<file path="src/hw/rtl/lsw_pkg.sv">
// Shared types and constants of the LFSR seed word generator.
package lsw_pkg;

  localparam int unsigned LfsrW  = 16;
  localparam int unsigned ValueW = 64;
  localparam int unsigned CntW   = 7;

  localparam logic [LfsrW-1:0] LfsrResetVal = 16'h5a5a;

  // Steps after the leading discard step, minus one, for each word kind.
  localparam logic [CntW-1:0] LastWord32 = 7'd63;
  localparam logic [CntW-1:0] LastWord64 = 7'd127;

  typedef enum logic [1:0] {
    KindBit    = 2'd0,
    KindWord32 = 2'd1,
    KindWord64 = 2'd2,
    KindNone   = 2'd3
  } kind_e;

  typedef struct packed {
    logic             load;
    logic             step;
    logic [LfsrW-1:0] seed;
  } lfsr_ctl_t;

  typedef struct packed {
    logic clear;
    logic shift;
  } col_ctl_t;

endpackage

</file>
<file path="src/hw/rtl/lsw_in_if.sv">
// Input channel of the LFSR seed word generator: kind and seed.
interface lsw_in_if;
  import lsw_pkg::*;

  logic             valid;
  logic             ready;
  logic [1:0]       kind;
  logic [LfsrW-1:0] seed;

  modport source (output valid, output kind, output seed, input ready);
  modport sink (input valid, input kind, input seed, output ready);
endinterface

</file>
<file path="src/hw/rtl/lsw_out_if.sv">
// Output channel of the LFSR seed word generator: the generated value.
interface lsw_out_if;
  import lsw_pkg::*;

  logic              valid;
  logic              ready;
  logic [ValueW-1:0] value;

  modport source (output valid, output value, input ready);
  modport sink (input valid, input value, output ready);
endinterface

</file>
<file path="src/hw/rtl/lsw_lfsr.sv">
// The 16-bit Fibonacci LFSR with optional seed load ahead of a step.
module lsw_lfsr import lsw_pkg::*; (
  input  logic             clk_i,
  input  logic             rst_ni,
  input  lfsr_ctl_t        ctl_i,
  output logic             fb_o,
  output logic [LfsrW-1:0] state_o
);

  logic [LfsrW-1:0] lfsr_q, lfsr_d, src;

  // A load replaces the current register contents with the seed ahead of the step.
  assign src  = ctl_i.load ? ctl_i.seed : lfsr_q;
  assign fb_o = src[0] ^ src[2] ^ src[3] ^ src[5];

  always_comb begin
    lfsr_d = lfsr_q;
    if (ctl_i.step) begin
      lfsr_d = {fb_o, src[LfsrW-1:1]};
    end
  end

  always_ff @(posedge clk_i or negedge rst_ni) begin
    if (!rst_ni) begin
      lfsr_q <= LfsrResetVal;
    end else begin
      lfsr_q <= lfsr_d;
    end
  end

  assign state_o = lfsr_q;

endmodule

</file>
<file path="src/hw/rtl/lsw_collect.sv">
// Bit-serial collector that packs generated bits, first bit most significant.
module lsw_collect import lsw_pkg::*; (
  input  logic              clk_i,
  input  logic              rst_ni,
  input  col_ctl_t          ctl_i,
  input  logic              bit_i,
  output logic [ValueW-1:0] value_o
);

  logic [ValueW-1:0] col_q, col_d;

  always_comb begin
    col_d = col_q;
    if (ctl_i.clear) begin
      col_d = {{(ValueW-1){1'b0}}, ctl_i.shift & bit_i};
    end else if (ctl_i.shift) begin
      col_d = {col_q[ValueW-2:0], bit_i};
    end
  end

  always_ff @(posedge clk_i or negedge rst_ni) begin
    if (!rst_ni) begin
      col_q <= '0;
    end else begin
      col_q <= col_d;
    end
  end

  assign value_o = col_q;

endmodule

</file>
<file path="src/hw/rtl/lfsr_seed_word_generator_unit.sv">
// A bit item is done in its accepting step; a 32-bit or 64-bit word runs on through
// its run phase, and the result then moves into the output register.
// One LFSR step per cycle sets the pace, and a new item is taken while the last
// result waits.
// Reset: the LFSR returns to 0x5a5a, the sequencer idles and the output is empty.
module lfsr_seed_word_generator_unit import lsw_pkg::*; (
  input  logic      clk_i,
  input  logic      rst_ni,
  lsw_in_if.sink    in_i,
  lsw_out_if.source out_o
);

  typedef enum logic [1:0] {
    StIdle,
    StRun,
    StDone
  } state_e;

  state_e            state_q, start_state;
  logic [CntW-1:0]   cnt_q, last_q, start_last;
  logic              out_valid_q;
  logic [ValueW-1:0] val_q;

  logic              out_free, in_ready, accept, fb, collect_now;
  logic [LfsrW-1:0]  lfsr_state;
  logic [ValueW-1:0] col_value;
  kind_e             kind;
  lfsr_ctl_t         lfsr_ctl;
  col_ctl_t          col_ctl;

  // The output register frees up when it is empty or its transfer completes.
  assign out_free = !out_valid_q || out_o.ready;

  // A new item enters from idle, or in the same cycle that a finished result
  // moves into the output register.
  assign in_ready   = (state_q == StIdle) || ((state_q == StDone) && out_free);
  assign in_i.ready = in_ready;
  assign accept     = in_i.valid && in_ready;
  assign kind       = kind_e'(in_i.kind);

  // In the run phase each round is 16 discarded steps and then 16 collected
  // steps, so bit 4 of the step count marks the collecting half.
  assign collect_now = (state_q == StRun) && cnt_q[4];

  // The accepting cycle loads the seed when it is nonzero and takes the first
  // step. A bit item collects that step; word items discard it. An undefined
  // kind neither loads nor steps and yields zero.
  always_comb begin
    lfsr_ctl.seed  = in_i.seed;
    lfsr_ctl.load  = 1'b0;
    lfsr_ctl.step  = 1'b0;
    col_ctl.clear  = 1'b0;
    col_ctl.shift  = 1'b0;
    start_state    = StDone;
    start_last     = LastWord64;
    if (accept) begin
      col_ctl.clear = 1'b1;
      case (kind)
        KindBit: begin
          lfsr_ctl.load = (in_i.seed != '0);
          lfsr_ctl.step = 1'b1;
          col_ctl.shift = 1'b1;
        end
        KindWord32: begin
          lfsr_ctl.load = (in_i.seed != '0);
          lfsr_ctl.step = 1'b1;
          start_state   = StRun;
          start_last    = LastWord32;
        end
        KindWord64: begin
          lfsr_ctl.load = (in_i.seed != '0);
          lfsr_ctl.step = 1'b1;
          start_state   = StRun;
        end
        default: begin
          start_state = StDone;
        end
      endcase
    end else if (state_q == StRun) begin
      lfsr_ctl.step = 1'b1;
      col_ctl.shift = collect_now;
    end
  end

  lsw_lfsr u_lfsr (
    .clk_i   (clk_i),
    .rst_ni  (rst_ni),
    .ctl_i   (lfsr_ctl),
    .fb_o    (fb),
    .state_o (lfsr_state)
  );

  lsw_collect u_collect (
    .clk_i   (clk_i),
    .rst_ni  (rst_ni),
    .ctl_i   (col_ctl),
    .bit_i   (fb),
    .value_o (col_value)
  );

  // Sequencer and output register.
  always_ff @(posedge clk_i or negedge rst_ni) begin
    if (!rst_ni) begin
      state_q     <= StIdle;
      cnt_q       <= '0;
      last_q      <= LastWord64;
      out_valid_q <= 1'b0;
      val_q       <= '0;
    end else begin
      if (accept) begin
        // A new item overrides the transition back to idle.
        state_q <= start_state;
        cnt_q   <= '0;
        last_q  <= start_last;
      end else begin
        case (state_q)
          StIdle: begin
          end
          StRun: begin
            if (cnt_q == last_q) begin
              state_q <= StDone;
            end else begin
              cnt_q <= cnt_q + 1'b1;
            end
          end
          StDone: begin
            if (out_free) begin
              state_q <= StIdle;
            end
          end
          default: begin
            state_q <= StIdle;
          end
        endcase
      end
      // A finished result moves into the output register as soon as it frees up.
      if ((state_q == StDone) && out_free) begin
        val_q       <= col_value;
        out_valid_q <= 1'b1;
      end else if (out_valid_q && out_o.ready) begin
        out_valid_q <= 1'b0;
      end
    end
  end

  assign out_o.valid = out_valid_q;
  assign out_o.value = val_q;

  // Zero is never loaded and never reached by stepping.
  assert property (@(posedge clk_i) disable iff (!rst_ni) lfsr_state != '0)
    else $error("LFSR holds the all-zero state");

  // A bit item or an undefined kind finishes right after its accepting cycle.
  assert property (@(posedge clk_i) disable iff (!rst_ni)
    accept && (kind == KindBit || kind == KindNone) |=> state_q == StDone)
    else $error("short item did not finish at once");

  // The step count never runs past the end of the item.
  assert property (@(posedge clk_i) disable iff (!rst_ni)
    state_q == StRun |-> cnt_q <= last_q)
    else $error("step count beyond the last step");

  // A result shows up only when a finished item leaves the done state.
  assert property (@(posedge clk_i) disable iff (!rst_ni)
    $rose(out_valid_q) |-> $past(state_q == StDone))
    else $error("result appeared without a finished item");

  // No item is taken while steps are still running.
  assert property (@(posedge clk_i) disable iff (!rst_ni)
    state_q == StRun |-> !in_ready)
    else $error("input ready during the run phase");

endmodule
</file>
<file path="src/flat_wrapper.sv">
// flat-port wrapper written by rule: the top's interface ports become plain ports
module lfsr_seed_word_generator_unit_flat import lsw_pkg::*;
  (clk_i, rst_ni, in_i_valid, in_i_kind, in_i_seed, in_i_ready, out_o_valid, out_o_value, out_o_ready);
  lsw_in_if in_i_i ();
  lsw_out_if out_o_i ();
  input  logic clk_i;
  input  logic rst_ni;
  input wire logic [$bits(in_i_i.valid)-1:0] in_i_valid;
  input wire logic [$bits(in_i_i.kind)-1:0] in_i_kind;
  input wire logic [$bits(in_i_i.seed)-1:0] in_i_seed;
  output wire logic [$bits(in_i_i.ready)-1:0] in_i_ready;
  output wire logic [$bits(out_o_i.valid)-1:0] out_o_valid;
  output wire logic [$bits(out_o_i.value)-1:0] out_o_value;
  input wire logic [$bits(out_o_i.ready)-1:0] out_o_ready;
  assign in_i_i.valid = in_i_valid;
  assign in_i_i.kind = in_i_kind;
  assign in_i_i.seed = in_i_seed;
  assign in_i_ready = in_i_i.ready;
  assign out_o_valid = out_o_i.valid;
  assign out_o_value = out_o_i.value;
  assign out_o_i.ready = out_o_ready;
  lfsr_seed_word_generator_unit u_core (.clk_i(clk_i), .rst_ni(rst_ni), .in_i(in_i_i), .out_o(out_o_i));
endmodule
</file>
<file path="config.mk">
export PLATFORM = sky130hd
export DESIGN_NAME = lfsr_seed_word_generator_unit_flat
export DESIGN_NICKNAME = d
export VERILOG_FILES = /design/src/hw/rtl/lsw_pkg.sv /design/src/hw/rtl/lsw_in_if.sv /design/src/hw/rtl/lsw_out_if.sv /design/src/hw/rtl/lsw_lfsr.sv /design/src/hw/rtl/lsw_collect.sv /design/src/hw/rtl/lfsr_seed_word_generator_unit.sv /design/src/flat_wrapper.sv
export SDC_FILE = /design/constraint.sdc
export NUM_CORES = 1
export LEC_CHECK = 0
export BUFFER_PORTS_ARGS = -buffer_cell sky130_fd_sc_hd__buf_2
export CAP_MARGIN = 20
export CORE_MARGIN = 5
export CORE_UTILIZATION = 56
export DETAILED_ROUTE_END_ITERATION = 16
export PLACE_DENSITY = 0.78
export SLEW_MARGIN = 10
export SYNTH_ARGS = -nofsm -noshare
export SYNTH_HDL_FRONTEND = slang
export SYNTH_SLANG_ARGS = --single-unit
</file>
<file path="constraint.sdc">
create_clock -name clk_i -period 1.75 [get_ports clk_i]
set_input_delay 0.175 -clock clk_i [delete_from_list [all_inputs] [get_ports clk_i]]
set_output_delay 0.175 -clock clk_i [all_outputs]
set_load 0.01 [all_outputs]
</file>
==> key figures <==
Route
  – Met1 wire length: roughly 5500 um
  – Met3 wire length: 723 um
  – DR vias: 4482
  – Top Metal Used: met4
  – Detailed Route Iter0 Violations: around 260
  – DR WL/cell: 15.8 um
  – Detail Route met2 WL: about 6300 um
  – DRT Pass-1 Iters: 4
  – Final WL: 12700 um
  – Residual DRC: 0
  – Post-route ant nets: 0
  – Vias per cell: 5.58

STA
  – Final min period: between 1500 and 2000 ps
  – Hold_ws: slightly above 20 ps
  – Final Cycle Share: 0.942
  – Final Slew Violations: 0
  – Final Skew: 5.96 ps
  – Fmax achieved: 0.607 GHz
  – Worst-margin pin slew: 396 ps
  – Final hold violation count: 0
  – Final setup fails: 0
  – RSZ-0062 raised after global routing: no
  – Setup TNS: 0 ps
  – Rel. slew slack: 0.736

Setup path
  – CP Max Fanout: 6
  – CP Cell Sequence: ha_1, nand3_2, o31ai_4, nor3_1, a311o_1
  – Slowest CP cell: dfrtp_1
  – R2R Setup Slk: 100 ps
  – Max incr delay on CP: between 400 and 500 ps
  – CP Data Required Time: just over 2000 ps
  – CP arrival: 1950 ps
  – WS Path Type: flop to flop
  – Crit end category: flop
  – Critical path startpoint category: flop
  – Buf+Inv Stages, Crit Path: 0
  – CP top delay family: compound AO/OA/AOI/OAI gates

Global route
  – Largest net degree at the start of global routing: 65
  – Gr ovfl total: 0
  – First-pass GRT wire length: roughly 22000 um
  – Initial antenna violation count: 0
  – Vias in the first global route: 4500
  – Overall routing resource usage: 0.201

Yosys
  – Cell Area, Synth: 0.00639 mm^2
  – Warnings from Yosys: 0
  – Adder-cell share of the synthesized area: 0.00783
  – Netlist cell types: 48
  – Number of synthesized flops with an enable pin: 0
  – #FFs+latches synth: 155
  – Sequential-to-total area share from yosys stat: 0.609
  – Post-synthesis mux area share: 0.113
  – Combinational family with the most area after synthesis: simple AND/OR/NAND/NOR gates
  – XOR/XNOR Fraction of Synth Area: 0.00960
  – Area fraction of the dominant cell type after synthesis: 0.572
  – Syn Nets: approximately 590
  – Cells after Synth: 560
  – Ys flop type: dfrtp_1
  – Syn Area/Cell: 11.4 um^2
  – Area leader, netlist: dfrtp_1
  – Synth Area in Simple Gates: 0.129
  – Ranking of synthesized cells by area: dfrtp_1, mux2_2, nand2_1
  – Compound-Gate Fraction of Synth Area: 0.104
  – Post-synthesis async set-or-reset flop share: 1.00

Clock network
  – Worst-Skew Late Latency: 420 ps
  – TritonCTS sink count: 155
  – H-tree levels: 4
  – Clock Tree Buf Depth: 2
  – CTS tree: built
  – Clock slew at reported path FFs: 70 ps
  – Clk root buf: clkbuf_16
  – Clock buffer count from CTS: 17

Cells and area
  – Post-route cell area: 0.00763 mm^2
  – Layout net count: just under 700
  – Ant diodes: 0
  – Share of cells above drive strength 1: 0.332
  – Area growth, synth to finish: 19.4%

Job
  – Max-cap viol count: 0

Pwr
  – P per Cell Area: 1590 mW/mm^2
  – Maximum vdd drop: between 0.0009 and 0.001 V
  – Leak Pwr: 3.69 nW

Floorplan
  – # rows: 39
  – Top-Level Pins: 88
  – Die H: 117 um
  – Die area: between 0.01 and 0.015 mm^2
  – Core area: 0.0113 mm^2
  – Initial Utilization: 0.564
  – Die X: 117 um

Min path
  – Hold Path Class: input pin to flop

Placement
  – Port buffer count: between 80 and 90
  – HPWL Detailed: approximately 8300 um
  – Placed inst area: around 0.0070 mm^2
  – Final GP Congestion: 0.840

Status
  – Status: finished, final reports clean
==> where the power goes <==
group	total, mW	internal (mW)	switching (mW)	leakage [nW]
Sequential	5.21	4.60	0.608	2.07
Combinational	3.43	1.67	1.76	1.36
Clock	3.51	1.98	1.53	0.257
Total	12.1	8.25	3.90	3.69
==> layer usage <==
layer,vias up,global-route usage
met2,135,0.325
met3,19,0.0524
met4,0,0.0795
li1,2110,-
met5,-,0
met1,2218,0.263
==> worst reg2reg max path: cells and delay by family, from the launching register on <==
family	cells	cell delay [ps]
and+or+nand+nor	2	250
AOI/OAI and AO/OA	2	650
DFF	1	420
adders and majority gates	1	210
==> synth_stat cells (2+ instances only) <==
library cell    n
dfrtp_1       146
nand2_1       133
mux2_2         64
a21oi_1        58
o21ai_0        24
buf_2          17
nand3_1        12
clkbuf_1       11
a2bb2oi_1       9
dfstp_2         9
a221o_1         6
and2_0          5
inv_1           5
nor2_1          5
ha_1            4
nor4_1          4
o31ai_1         4
xnor2_1         4
nand3b_1        3
xor2_1          3
and2_1          2
buf_1           2
nand2b_1        2
nand4_1         2
nor3_1          2
o211ai_1        2
==> area by class of cell <==
type	count	area, um^2
Sequential cell	155	3890
Fill cell	832	3690
Multi-Input combinational cell	367	2340
Timing Repair Buffer	101	627
Clock buffer	17	425
Tap cell	143	179
Clock inverter	15	143
Inverter	5	18.8
==> registers in the layout, indices dropped and copies added (netlist names) <==
| register | cells |
|---|---|
| u_core.state_q | 2 |
| u_core.last_q | 1 |
| u_core.u_lfsr.state_o | 16 |
| u_core.out_o.valid | 1 |
| u_core.cnt_q | 7 |
| u_core.u_collect.value_o | 64 |
| u_core.out_o.value | 64 |
==> what timing repair did <==
| item | in CTS | in global routing |
|---|---|---|
| setup endpoints to repair | 0 | 13 |
| hold endpoints to repair | 37 | 0 |
| resized for setup | 0 | 3 |
| buffers inserted | 0 | 1 |
| hold buffers | 2 | 0 |
==> cell families (layout without fill, tap and decap cells) <==
| logic type | count (synthesis) | after routing |
|---|---|---|
| muxes | 64 | 64 |
| AOI/OAI and AO/OA | 110 | 110 |
| and+or+nand+nor | 182 | 182 |
| DFF | 155 | 155 |
| buffers and inverters | 38 | 138 |
| xor gates and xnor gates | 7 | 7 |
| adders and majority gates | 4 | 4 |
==> worst paths after layout <==
| check | start | end | depth (start not counted) |
|---|---|---|---|
| setup / recovery | u_core.cnt_q[0]$_DFFE_PN0P_ | u_core.cnt_q[3]$_DFFE_PN0P_ | 5 |
| hold / removal | in_i_seed[7] | u_core.u_lfsr.state_o[6]$_DFFE_PN1P_ | 2 |
| setup reg to reg | u_core.cnt_q[0]$_DFFE_PN0P_ | u_core.cnt_q[3]$_DFFE_PN0P_ | 5 |
| hold reg to reg | u_core.out_o.value[49]$_DFFE_PN0P_ | u_core.out_o.value[49]$_DFFE_PN0P_ | 1 |
| max in group asynchronous | rst_ni | u_core.u_collect.value_o[58]$_DFFE_PN0P_ | 3 |
| min in group asynchronous | rst_ni | u_core.out_o.value[29]$_DFFE_PN0P_ | 2 |
==> layout by cell type (no fill, tap or decap), drive strengths merged, types with 2 or more instances in the layout <==
master,Yosys,layout
o31ai,5,5
xnor2,4,4
nand2b,2,2
o211ai,2,2
dfstp,9,9
nand3,13,13
nor3,3,3
mux2,64,64
nor4,4,4
xor2,3,3
clkbuf,12,17
nand4,2,2
nor2,6,6
ha,4,4
and2,7,7
a221o,6,6
a21oi,59,59
nand2,134,134
dlygate4sd3,0,2
buf,21,99
a2bb2oi,9,9
inv,5,10
clkinvlp,0,7
dfrtp,146,146
clkinv,0,2
o21ai,24,24
or3,2,2
nand3b,3,3
==> metrics by stage <==
| step | instances | utilization | total power, mW | worst slack (ps) |
|---|---|---|---|---|
| 5_1_grt | 803 | 0.674 | 12.8 | 9.61 |
| 3_3_place_gp | 768 | 0.620 | 8.53 | 110 |
| 3_5_place_dp | 768 | 0.620 | 8.70 | 12.4 |
| 4_1_cts | 802 | 0.672 | 12.2 | 0.663 |
| 2_1_floorplan | 560 | - | 7.44 | 235 |
| 6_report | 803 | 0.674 | 12.1 | 101 |
Power figures use the tool's default switching activity.
